--- src/rtl/rrhc_pkg.sv ---
// shared types and constants for the rpc reply header checker
`default_nettype none
package rrhc_pkg;

	// result queue between parser and output stage
	localparam int QDEPTH = 4;
	localparam int QPTR_W = $clog2(QDEPTH);
	localparam int QCNT_W = $clog2(QDEPTH + 1);

	// padded verifier length, up to 2^32 bytes
	localparam int SKIP_W = 33;

	localparam logic [31:0] MSG_REPLY      = 32'd1;
	localparam logic [31:0] REPLY_ACCEPTED = 32'd0;
	localparam logic [31:0] ACCEPT_SUCCESS = 32'd0;
	localparam logic [31:0] ACCEPT_MAX     = 32'd5;
	localparam logic [2:0]  AC_NONE        = 3'd0;
	localparam logic [2:0]  AC_OTHER       = 3'd6;

	typedef enum logic [2:0] {
		PH_XID    = 3'd0,
		PH_TYPE   = 3'd1,
		PH_RSTATE = 3'd2,
		PH_VFLAV  = 3'd3,
		PH_VLEN   = 3'd4,
		PH_VBODY  = 3'd5,
		PH_ASTATE = 3'd6,
		PH_BODY   = 3'd7
	} phase_t;

	typedef enum logic [2:0] {
		ST_OK           = 3'd0,
		ST_TRUNCATED    = 3'd1,
		ST_XID_MISMATCH = 3'd2,
		ST_NOT_REPLY    = 3'd3,
		ST_REJECTED     = 3'd4,
		ST_TRUNC_HEADER = 3'd5,
		ST_CALL_FAILED  = 3'd6
	} status_t;

	typedef struct packed {
		logic       has_byte;
		logic [7:0] payload_byte;
		logic       end_of_message;
		status_t    status;
		logic [2:0] accept_code;
	} result_t;

endpackage
`default_nettype wire

--- src/rtl/rrhc_front.sv ---
// front part: accepts bytes, tracks the header fields, builds result items
`default_nettype none
module rrhc_front (
	input  wire logic             clk,
	input  wire logic             arst_n,
	input  wire logic             in_valid,
	output logic                  in_ready,
	input  wire logic [7:0]       data_byte,
	input  wire logic             last_byte,
	input  wire logic             cfg_wr_en,
	input  wire logic [31:0]      cfg_wr_data,
	input  wire logic             q_full,
	output logic                  push,
	output rrhc_pkg::result_t     push_data
);

	logic [31:0]                 expected_xid_q;
	rrhc_pkg::phase_t            phase_q, phase_d;
	logic [31:0]                 word_q, word_d;
	logic [1:0]                  biw_q, biw_d;
	logic                        xm_q, xm_d;
	logic [rrhc_pkg::SKIP_W-1:0] skip_q, skip_d, skip_dec;
	rrhc_pkg::status_t           hs_q, hs_d;
	logic [2:0]                  ha_q, ha_d;
	logic [31:0]                 word;
	logic [1:0]                  biw_inc;
	logic                        accept;
	logic                        emit;
	rrhc_pkg::status_t           st;
	logic [2:0]                  ac;

	assign in_ready = !q_full;
	assign accept   = in_valid && in_ready;
	assign word     = {word_q[23:0], data_byte};
	assign biw_inc  = biw_q + 2'd1;
	assign skip_dec = skip_q - {{(rrhc_pkg::SKIP_W-1){1'b0}}, (skip_q != '0)};

	// next state
	always_comb begin
		phase_d = phase_q;
		word_d  = word_q;
		biw_d   = biw_q;
		xm_d    = xm_q;
		skip_d  = skip_q;
		hs_d    = hs_q;
		ha_d    = ha_q;
		if (accept) begin
			unique case (phase_q)
				rrhc_pkg::PH_BODY: begin
				end
				rrhc_pkg::PH_VBODY: begin
					skip_d = skip_dec;
					if (skip_dec == '0) begin
						phase_d = rrhc_pkg::PH_ASTATE;
						biw_d   = 2'd0;
						word_d  = '0;
					end
				end
				default: begin
					word_d = word;
					biw_d  = biw_inc;
					if (biw_inc == 2'd0) begin
						word_d = '0;
						unique case (phase_q)
							rrhc_pkg::PH_XID: begin
								xm_d    = (word == expected_xid_q);
								phase_d = rrhc_pkg::PH_TYPE;
							end
							rrhc_pkg::PH_TYPE: begin
								if (!xm_q) begin
									hs_d    = rrhc_pkg::ST_XID_MISMATCH;
									phase_d = rrhc_pkg::PH_BODY;
								end else if (word != rrhc_pkg::MSG_REPLY) begin
									hs_d    = rrhc_pkg::ST_NOT_REPLY;
									phase_d = rrhc_pkg::PH_BODY;
								end else begin
									phase_d = rrhc_pkg::PH_RSTATE;
								end
							end
							rrhc_pkg::PH_RSTATE: begin
								if (word != rrhc_pkg::REPLY_ACCEPTED) begin
									hs_d    = rrhc_pkg::ST_REJECTED;
									phase_d = rrhc_pkg::PH_BODY;
								end else begin
									phase_d = rrhc_pkg::PH_VFLAV;
								end
							end
							rrhc_pkg::PH_VFLAV: begin
								phase_d = rrhc_pkg::PH_VLEN;
							end
							rrhc_pkg::PH_VLEN: begin
								skip_d = ({1'b0, word} + 33'd3) & ~33'd3;
								phase_d = ((({1'b0, word} + 33'd3) & ~33'd3) == '0) ?
									rrhc_pkg::PH_ASTATE : rrhc_pkg::PH_VBODY;
							end
							rrhc_pkg::PH_ASTATE: begin
								if (word != rrhc_pkg::ACCEPT_SUCCESS) begin
									hs_d = rrhc_pkg::ST_CALL_FAILED;
									ha_d = (word <= rrhc_pkg::ACCEPT_MAX) ? word[2:0]
										: rrhc_pkg::AC_OTHER;
								end
								phase_d = rrhc_pkg::PH_BODY;
							end
							default: begin
							end
						endcase
					end
				end
			endcase
		end
	end

	// outputs
	always_comb begin
		emit = (phase_q == rrhc_pkg::PH_BODY) && (hs_q == rrhc_pkg::ST_OK);
		st   = rrhc_pkg::ST_OK;
		ac   = rrhc_pkg::AC_NONE;
		if (last_byte) begin
			if (hs_d != rrhc_pkg::ST_OK) begin
				st = hs_d;
				ac = ha_d;
			end else if (phase_d == rrhc_pkg::PH_XID || phase_d == rrhc_pkg::PH_TYPE) begin
				st = rrhc_pkg::ST_TRUNCATED;
			end else if (phase_d != rrhc_pkg::PH_BODY) begin
				st = rrhc_pkg::ST_TRUNC_HEADER;
			end
		end
		push                     = accept && (emit || last_byte);
		push_data.has_byte       = emit;
		push_data.payload_byte   = emit ? data_byte : 8'd0;
		push_data.end_of_message = last_byte;
		push_data.status         = st;
		push_data.accept_code    = ac;
	end

	always_ff @(posedge clk or negedge arst_n) begin
		if (!arst_n) begin
			expected_xid_q <= '0;
		end else if (cfg_wr_en) begin
			expected_xid_q <= cfg_wr_data;
		end
	end

	always_ff @(posedge clk or negedge arst_n) begin
		if (!arst_n) begin
			phase_q <= rrhc_pkg::PH_XID;
			word_q  <= '0;
			biw_q   <= '0;
			xm_q    <= 1'b0;
			skip_q  <= '0;
			hs_q    <= rrhc_pkg::ST_OK;
			ha_q    <= rrhc_pkg::AC_NONE;
		end else if (accept && last_byte) begin
			phase_q <= rrhc_pkg::PH_XID;
			word_q  <= '0;
			biw_q   <= '0;
			xm_q    <= 1'b0;
			skip_q  <= '0;
			hs_q    <= rrhc_pkg::ST_OK;
			ha_q    <= rrhc_pkg::AC_NONE;
		end else begin
			phase_q <= phase_d;
			word_q  <= word_d;
			biw_q   <= biw_d;
			xm_q    <= xm_d;
			skip_q  <= skip_d;
			hs_q    <= hs_d;
			ha_q    <= ha_d;
		end
	end

endmodule
`default_nettype wire

--- config.mk ---
export PLATFORM = sky130hd
export DESIGN_NAME = rrhc_front
export DESIGN_NICKNAME = d
export VERILOG_FILES = /design/src/rtl/rrhc_pkg.sv /design/src/rtl/rrhc_front.sv
export SDC_FILE = /design/constraint.sdc
export NUM_CORES = 1
export LEC_CHECK = 0
export BUFFER_PORTS_ARGS = -buffer_cell sky130_fd_sc_hd__buf_2
export CORE_UTILIZATION = 60
export CTS_CLUSTER_SIZE = 24
export DETAILED_ROUTE_END_ITERATION = 8
export GPL_TIMING_DRIVEN = 0
export PLACE_DENSITY = 0.87
export SYNTH_ARGS = -nofsm -noshare
export SYNTH_HDL_FRONTEND = slang
export SYNTH_SLANG_ARGS = --single-unit
--- constraint.sdc ---
create_clock -name clk -period 11.4 [get_ports clk]
set_input_delay 0.57 -clock clk [delete_from_list [all_inputs] [get_ports clk]]
set_output_delay 0.57 -clock clk [all_outputs]
set_load 0.02 [all_outputs]
=== Word level (Yosys, flattened, before mapping) ===
Cells that the tools add are included.

* Add/subtract/negate cells: 3
* $lt $le $gt $ge: 1
* Equal/unequal tests: 14
* Mux-type cells: 52
* Reduce and logical (&&, ||, !) cells: 25

{| class="wikitable"
|+ Operators with widths
! kind !! count
|-
| 33-bit 2-to-1 mux || 4
|-
| 24-bit 2-to-1 mux || 4
|-
| 3-bit 2-to-1 mux || 28
|-
| 33-bit zero test || 2
|-
| 33-bit case mux with 2 select lines || 1
|-
| 24-bit case mux with 2 select lines || 1
|-
| 32-bit by 2-bit adder with 33-bit output, second input constant || 1
|-
| 33-bit nonzero test || 1
|-
| 33-bit by 1-bit subtractor with 33-bit output || 1
|-
| 32-bit == test || 1
|-
| 32-bit by 3-bit less-or-equal comparator with 1-bit output, second input constant || 1
|-
| 32-bit by 1-bit inequality test with 1-bit output, second input constant || 1
|-
| 32-bit nonzero test || 1
|-
| 3-bit case mux with 6 select lines || 1
|-
| 3-bit == test, second input constant || 4
|-
| 3-bit zero test || 3
|-
| 3-bit case mux with 3 select lines || 1
|-
| 3-bit nonzero test || 3
|-
| 2-bit 2-to-1 mux || 4
|-
| 8-bit 2-to-1 mux || 1
|-
| 4-bit AND reduction || 2
|-
| 3-bit by 1-bit == test with 1-bit output, second input constant || 2
|-
| 3-bit by 2-bit == test with 1-bit output, second input constant || 2
|-
| 3-bit inequality test, second input constant || 2
|-
| 12 further kinds || 23
|}

* Bits in registers: 101
* Logic and storage cells: 103

=== Longest topological paths before layout ===
Gate-level depths: netlist of run 1.

* Depth after elaboration: 12
* Depth in mapped cells: 15

=== Worst setup path after synthesis of run 1 ===
No wires, ideal clock.

* Path kind: reg-to-reg
* Start point: register skip_q[21] (netlist name)
* End point: register biw_q[1]
* Data arrival time: 3.563 ns
* Required time: 11.281 ns
* Setup slack: 7.718 ns
* Stages on the path, launching flop included: 16
* Buffers on the path: 2
* Clock period less this slack: 3.682 ns
* Path through: dfrtp_1 > clkbuf_1 > nor3_1 > nand3b_1 > nor2_1 > nand4_1 > ha_1 > ha_1 > xnor2_1 > nand2_1 > or4_1 > nor4_1 > nand4_2 > nor4_4 > buf_6 > o21ai_2

* Longest elaborated chain between the ends: 5

{| class="wikitable"
|+ Ends and longest elaborated chain
! element !! line !! source
|-
| from (decl) || rrhc_front.sv:22 || <nowiki>logic [rrhc_pkg::SKIP_W-1:0] skip_q, skip_d, skip_dec;</nowiki>
|-
| from (signal assigned) || rrhc_front.sv:166 || <nowiki>skip_q <= skip_d;</nowiki>
|-
| 33-bit nonzero test || rrhc_front.sv:36 || <nowiki>assign skip_dec = skip_q - {{(rrhc_pkg::SKIP_W-1){1'b0}}, (skip_q != '0)};</nowiki>
|-
| 33-bit by 1-bit subtractor with 33-bit output (*) || rrhc_front.sv:36 ||
|-
| 33-bit zero test (*) || rrhc_front.sv:53 || <nowiki>if (skip_dec == '0) begin</nowiki>
|-
| 3-bit inequality test (no line) (*) || -- ||
|-
| 3-bit AND reduction (no line) (*) || -- ||
|-
| to (signal assigned) || rrhc_front.sv:164 || <nowiki>biw_q <= biw_d;</nowiki>
|-
| to (decl) || rrhc_front.sv:20 || <nowiki>logic [1:0] biw_q, biw_d;</nowiki>
|}

Every way passes the cells marked *; elsewhere a longest branch is shown, timed or not.
A chain may end at the register's enable or synchronous reset.

=== Final worst setup path of run 1 ===
* Start point: register skip_q[21] (netlist name)
* End point: register word_q[17]

* Longest elaborated chain between the ends: 5

{| class="wikitable"
|+ Ends and longest elaborated chain
! element !! line !! source
|-
| 33-bit nonzero test || rrhc_front.sv:36 ||
|-
| 33-bit by 1-bit subtractor with 33-bit output (*) || rrhc_front.sv:36 ||
|-
| 33-bit zero test (*) || rrhc_front.sv:53 ||
|-
| 3-bit inequality test (no line) (*) || -- ||
|-
| 3-bit AND reduction (no line) (*) || -- ||
|-
| to (signal assigned) || rrhc_front.sv:163 || <nowiki>word_q <= word_d;</nowiki>
|-
| to (decl) || rrhc_front.sv:19 || <nowiki>logic [31:0] word_q, word_d;</nowiki>
|}

Marks and branches as above.

==> impl_metrics.json, run 1 <==
{
  "design.core.area_sq_um": 10840,
  "syn_area_sq_um": 6671,
  "grt_pass1_wl_um": 30270,
  "cp_data_required_time_ns": 11.68,
  "die_h_um": 107.4,
  "power_density_nw_per_um2": 133.4,
  "cp_common_cell": "ha_1",
  "grt_usage": 0.3427,
  "critPathLaunchType": "flip-flop",
  "period_share": 0.4213,
  "worstSetupPathType": "flip-flop to flip-flop",
  "slew_headroom": 0.1748,
  "nets": 893,
  "antenna_cells": 0,
  "synth-async-reset-ratio": 1.000,
  "clock_skew_ns": 0.01735,
  "place_hpwl_um": 14050,
  "yosysTopAreaCell": "dfrtp_1",
  "r2r_setup_slack_ns": 6.60,
  "drt-initial-drc-count": 557,
  "grt_setup_unrepaired": "false",
  "finalSetupViolations": 0,
  "holdCritPathClass": "primary input to async pin",
  "wl_um": 18870,
  "cts_tree": "built",
  "final_layout_size_suffix_gt1_frac": 0.1861,
  "placedCellCount": 973,
  "crit_path_cell_trace": "clkbuf_1 -> nor3_1 -> nand3b_1 -> nor2_1 -> nand4_1 -> ha_1 -> ha_1 -> xnor2_1 -> nand2_1 -> or4_1 -> nor4_1 -> nand4_2 -> nor4_4 -> buf_6 -> o21ai_2",
  "drt_drc_violations_left": 0,
  "yosys-top-cells-area": "dfrtp_1 38%, nand2_1 6.2%, mux2_2 5.4%",
  "ant_nets": 0,
  "ys_ff_latch": 101,
  "max_slew.worst_pin.slew_ns": 1.227,
  "synth_edf_count": 0,
  "via_count": 6304,
  "ys_top_cells_by_count": "110 x nand2_1, 101 x dfrtp_1, 54 x o21ai_0, 51 x nor2_1, 44 x clkbuf_1",
  "fin_crit_ns": 4.803,
  "clk_pin_slew_worst_paths_ns": 0.11,
  "leakagePower_nw": 3.083,
  "cp_top_family": "simple AND/OR/NAND/NOR gates",
  "dieArea_sq_um": 11540,
  "max_freq_ghz": 0.2082,
  "initial_utilization": 0.6154,
  "placed_cell_area_sq_um": 7172,
  "crit_path_top_delay_cell": "nor3_1",
  "htree_num_levels": 3,
  "syn_avg_cell_area_sq_um": 8.631,
  "drv_slew": 0,
  "critPathMaxStageDelay_ns": 0.64,
  "stdcell_count": 989,
  "yosys.cell_types.count": 64,
  "crit_path_max_fanout": 10,
  "num_rows": 38,
  "cp-end-kind": "flip-flop",
  "cts_buffers": 9,
  "grt_max_degree": 56,
  "synth_sequential_area_ratio": 0.3788,
  "postCtsSetupRepairBufs": 0,
  "clock_sinks": 101,
  "pre_cts_slack_ns": 6.773,
  "cts_root_buf": "clkbuf_8",
  "synth_most_common_cell": "nand2_1",
  "synth_top_area_share": 0.3788,
  "avgViaCountPerCell": 6.374,
  "finalHoldViolCount": 0,
  "clockBufferDepth": 2,
  "antenna_found_initial": 0,
  "ys.flop_type": "dfrtp_1",
  "wire_per_inst_um": 19.08,
  "syn2layout_area_growth_pct": 10.35,
  "portBuffers": 59,
  "io_pins": 64,
  "die_w_um": 107.4,
  "drt_pass1_iterations": 5,
  "insertion_delay_ns": 0.39,
  "globalRoute.totalOverflow": 0,
  "worstPathBufferInverterCount": 2,
  "yosys_warnings": 0,
  "status": "completed",
  "vdd_drop_max_mv": 0.1228,
  "grt_pass1_vias": 6026,
  "final_area_sq_um": 7362,
  "layout_setup_ws_ns": 6.597,
  "syn_nets": 822,
  "ctsResizeCount": 0,
  "fin_tns_setup_ns": 0,
  "cp.arrival_ns": 5.09,
  "maxCapViolCount": 0,
  "gp_congestion": 0.9968,
  "syn_inst": 773,
  "final_core_util": 0.6791,
  "postCtsHoldBufs": 0
}
## worst paths after layout
path,depth (start not counted),from,end
min,1,arst_n,skip_q[4]
min in group clk,2,cfg_wr_data[7],expected_xid_q[7]
max in group asynchronous,2,arst_n,word_q[12]
min reg2reg,1,expected_xid_q[7],expected_xid_q[7]
max reg2reg,15,skip_q[21],word_q[17]
max,15,skip_q[21],word_q[17]
## flip-flops by register name, indices dropped and copies added, names as in the netlist
| signal | cells |
|---|---|
| skip_q | 33 |
| expected_xid_q | 32 |
| word_q | 24 |
| hs_q | 3 |
| xm_q | 1 |
| biw_q | 2 |
| phase_q | 3 |
| ha_q | 3 |
## final cells by class
class | count | area, sq um
Clock buffer | 10 | 127.6
Fill cell | 893 | 3478
Inverter | 15 | 56.30
Clock inverter | 6 | 62.56
Timing Repair Buffer | 60 | 325.3
Multi-Input combinational cell | 593 | 3794
Sequential cell | 101 | 2527
Tap cell | 140 | 175.2
Buffer | 64 | 294.0
## routing by layer
metal	up-vias	wire length, um	track usage
li1	2914	-	-
met1	3001	7397	0.4385
met4	0	784	0.1742
met2	324	9030	0.5544
met5	-	0	0
met3	65	1653	0.06538
## per-stage QoR
stage	hold WS, ns	power (W)
floorplan	0.2744	0.0006581
global placement	0.5104	0.0007415
detailed placement	0.5158	0.0007525
CTS	0.2098	0.0009776
global route	0.2318	0.001031
finish	0.1913	0.0009818
## cells in the final DEF, fill, tap and decap left out, types with 4 or more instances in the layout
master / Yosys / routed
and2_1: 15 / 15
xnor2_1: 34 / 34
mux2_2: 32 / 32
dfrtp_1: 101 / 101
buf_2: 3 / 61
a22oi_1: 4 / 4
nand4_1: 21 / 21
nand2b_1: 5 / 5
nor4b_1: 4 / 4
o31a_1: 4 / 4
o21ai_2: 20 / 20
or2_2: 5 / 5
and3_1: 5 / 5
buf_1: 8 / 8
inv_1: 15 / 15
clkbuf_8: 0 / 9
nand3_1: 18 / 18
inv_6: 0 / 4
clkbuf_1: 44 / 45
buf_4: 3 / 4
buf_6: 5 / 5
nand2_1: 110 / 110
o21ai_0: 54 / 54
or4_1: 5 / 5
a22o_1: 8 / 8
nor3_1: 21 / 21
o22ai_1: 7 / 7
xor2_1: 36 / 36
nor4_1: 41 / 41
or3_1: 9 / 9
nor2_1: 51 / 51
a21oi_1: 22 / 22
## power by group
part | switching (W) | internal, W
logic | 0.000212 | 0.000124
clock network | 0.000141 | 0.0000861
registers | 0.0000259 | 0.000392
## cell families after synthesis
logic type | count (synthesis) | share of synthesized area
mux | 32 | 0.05401
buf+inv | 79 | 0.05251
simple gates | 330 | 0.2598
flops | 101 | 0.3788
compound gates | 158 | 0.1574
xor+xnor | 70 | 0.09190
fa+ha+maj | 3 | 0.005627
No activity file was read; power rests on OpenSTA's default activity.
==> run 2: changes to the inputs <==
--- a/config.mk
+++ b/config.mk
@@ -5,12 +5,13 @@
 export SDC_FILE = /design/constraint.sdc
 export NUM_CORES = 1
 export LEC_CHECK = 0
+export ABC_AREA = 1
 export BUFFER_PORTS_ARGS = -buffer_cell sky130_fd_sc_hd__buf_2
-export CORE_UTILIZATION = 60
+export CORE_UTILIZATION = 55
 export CTS_CLUSTER_SIZE = 24
 export DETAILED_ROUTE_END_ITERATION = 8
 export GPL_TIMING_DRIVEN = 0
-export PLACE_DENSITY = 0.87
+export PLACE_DENSITY = 0.84
 export SYNTH_ARGS = -nofsm -noshare
 export SYNTH_HDL_FRONTEND = slang
 export SYNTH_SLANG_ARGS = --single-unit
==> constraint.sdc (replaced) <==
create_clock -name clk -period 3.9 [get_ports clk]
set_input_delay 0.195 -clock clk [delete_from_list [all_inputs] [get_ports clk]]
set_output_delay 0.195 -clock clk [all_outputs]
set_load 0.02 [all_outputs]
==> run 2 against run 1 <==
Against the previous run: clock skew is 0.012 ns lower; via count increased by 13%; synthesized cell count increased by 25%; largest cell class unchanged; utilization down 1.9 points; critical path depth increased by 10; wire length increased by 10%; hold slack got worse by 0.15 ns.
==> impl_metrics.json, run 2 <==
{
  "cp_common_cell": "nand2_1",
  "layout_setup_ws_ns": 0.1286,
  "yosys.cell_types.count": 50,
  "p_total_w": 0.004751,
  "ys_top_cells_by_count": "230 x nand2_1, 122 x nor2_1, 111 x inv_1, 101 x dfrtp_1, 60 x nand3_1",
  "largest_reg_flops": 33,
  "syn_inst": 965,
  "grt_pass1_vias": 6851,
  "clock_skew_ns": 0.005517,
  "via_count": 7136,
  "synth_top_area_share": 0.3597,
  "globalRoute.totalOverflow": 0,
  "stdcell_count": 1221,
  "worstSetupPathType": "flip-flop to output pin",
  "gp_congestion": 0.9566,
  "yosysTopAreaCell": "dfrtp_1",
  "die_h_um": 115.0,
  "grt_usage": 0.3411,
  "vdd_drop_max_mv": 0.3624,
  "initial_utilization": 0.5754,
  "synth-async-reset-ratio": 1.000,
  "design.core.area_sq_um": 12210,
  "num_rows": 40,
  "reg_top3": "skip_q x33, expected_xid_q x32, word_q x24",
  "max_slew.worst_pin.slew_ns": 0.7127,
  "dieArea_sq_um": 13230,
  "cts_root_buf": "clkbuf_16",
  "pre_cts_slack_ns": -0.001235,
  "critPathMaxStageDelay_ns": 0.47,
  "antenna_cells": 0,
  "cp.arrival_ns": 3.58,
  "cp-end-kind": "output pin",
  "max_freq_ghz": 0.2652,
  "cts_buffers": 9,
  "finalSetupViolations": 0,
  "syn2layout_area_growth_pct": 14.78,
  "grt_max_degree": 66,
  "clk_pin_slew_worst_paths_ns": 0.07,
  "synth_edf_count": 0,
  "top_register": "skip_q",
  "portBuffers": 61,
  "cp_data_required_time_ns": 3.70,
  "insertion_delay_ns": 0.36,
  "cts_tree": "built",
  "slew_headroom": 0.5249,
  "crit_path_top_delay_cell": "dfrtp_2",
  "io_pins": 64,
  "synth_most_common_cell": "nand2_1",
  "htree_num_levels": 3,
  "holdCritPathClass": "primary input to flip-flop",
  "wl_um": 20850,
  "wire_per_inst_um": 17.07,
  "ys.flop_type": "dfrtp_1",
  "placedCellCount": 1195,
  "clockBufferDepth": 2,
  "drt-initial-drc-count": 751,
  "clock_sinks": 101,
  "antenna_found_initial": 0,
  "nets": 1097,
  "leakagePower_nw": 3.850,
  "power_density_nw_per_um2": 589.0,
  "yosys_warnings": 0,
  "final_common_cell": "nand2_1",
  "ant_nets": 0,
  "syn_avg_cell_area_sq_um": 7.282,
  "grt_pass1_wl_um": 34650,
  "drt_pass1_iterations": 6,
  "syn_nets": 1014,
  "drt_drc_violations_left": 0,
  "finalHoldViolCount": 0,
  "final_core_util": 0.6605,
  "crit_path_max_fanout": 6,
  "maxCapViolCount": 0,
  "final_layout_size_suffix_gt1_frac": 0.1937,
  "place_hpwl_um": 15960,
  "fin_crit_ns": 3.771,
  "status": "completed",
  "ys_ff_latch": 101,
  "synth_sequential_area_ratio": 0.3597,
  "syn_area_sq_um": 7027,
  "critPathLaunchType": "flip-flop",
  "yosys-top-cells-area": "dfrtp_1 36%, nand2_1 12%, nor2_1 6.5%",
  "period_share": 0.9670,
  "drv_slew": 0,
  "final_cell_mix": "229 x nand2_1, 112 x nor2_1, 111 x inv_1",
  "avgViaCountPerCell": 5.844,
  "die_w_um": 115.0
}
run 2: changes by cell type in the layout (fill, tap and decap cells not counted), moves of 15 or more:
cell      before  now
xnor2_1       34   12
inv_1         15  111
mux2_2        32   15
nor2_1        51  112
nand3_2        1   16
nand2_1      110  229
o21ai_0       54   38
nor2_2         0   16
nand3_1       18   59
clkbuf_1      45   17
nor4_1        41   13
run 2: power breakdown:
group | leakage [nW] | internal, W | switching [W]
Clock | 0.151 | 0.000512 | 0.000445
Combinational | 2.39 | 0.000865 | 0.00156
Sequential | 1.31 | 0.00118 | 0.000186
Total | 3.85 | 0.00256 | 0.00219
run 2: layout make-up:
cell class	count	area, sq um
clock buffers	10	229.0
plain buffers	29	153.9
clock inverters	6	78.83
well taps	168	210.2
fillers	1070	4146
inverters	120	450.4
multi-input cells	715	3994
repair buffers	72	417.9
flip-flops and latches	101	2531
run 2: worst paths after layout:
kind | depth (start not counted) | to | start | slack (ns)
min in group asynchronous | 2 | skip_q[1] | arst_n | 0.34
hold / removal | 3 | expected_xid_q[11] | cfg_wr_data[11] | 0.04
setup / recovery | 25 | push_data[3] | skip_q[6] | 0.13
setup reg to reg | 23 | word_q[14] | skip_q[6] | 0.68
hold reg to reg | 2 | biw_q[1] | biw_q[1] | 0.52
max in group asynchronous | 3 | word_q[4] | arst_n | 2.87
run 2: metal layers:
layer	global-route usage	share of wire	vias to the layer above
li1	-	-	3350
met1	0.4490	0.41	3306
met2	0.5221	0.45	395
met3	0.07433	0.085	85
met4	0.1931	0.058	0
met5	0	0	-
run 2: kinds of logic (layout without fill, tap and decap cells):
| kind of cell | count (synthesis) | after routing | share of synthesized area |
|---|---|---|---|
| AOI/OAI and AO/OA | 123 | 123 | 0.1136 |
| adders and majority gates | 3 | 3 | 0.005342 |
| and+or+nand+nor | 532 | 532 | 0.3568 |
| buffers and inverters | 149 | 237 | 0.08600 |
| xor gates and xnor gates | 42 | 42 | 0.05449 |
| DFF | 101 | 101 | 0.3597 |
| muxes | 15 | 15 | 0.02404 |
run 2: worst max-delay path: cells and delay by family, from the launching register on:
kind / cells / cell delay, ns
adder cells (fa/ha/maj): 2 / 0.40
flip-flops: 1 / 0.47
AND/OR/NAND/NOR: 19 / 2.01
buffers and inverters: 3 / 0.29
AO/OA/AOI/OAI: 1 / 0.05
run 2: through the flow:
| step | setup TNS (ns) | hold WS [ns] | area [sq um] |
|---|---|---|---|
| floorplan | 0 | -0.1006 | 7027 |
| global placement | 0 | 0.4014 | 7542 |
| detailed placement | -0.001235 | 0.2009 | 7572 |
| CTS | 0 | 0.03448 | 7929 |
| global route | -0.03879 | 0.04738 | 8065 |
| finish | 0 | 0.03777 | 8065 |
run 2: what timing repair did:
item                                   4_1_cts  5_1_grt
hold buffers                                 1        0
setup endpoints to repair                    2        2
pin swaps                                    1        8
buffers inserted                             1        8
gates resized for setup                      8       21
endpoints found under the hold margin       36        0
cloned                                       0        0
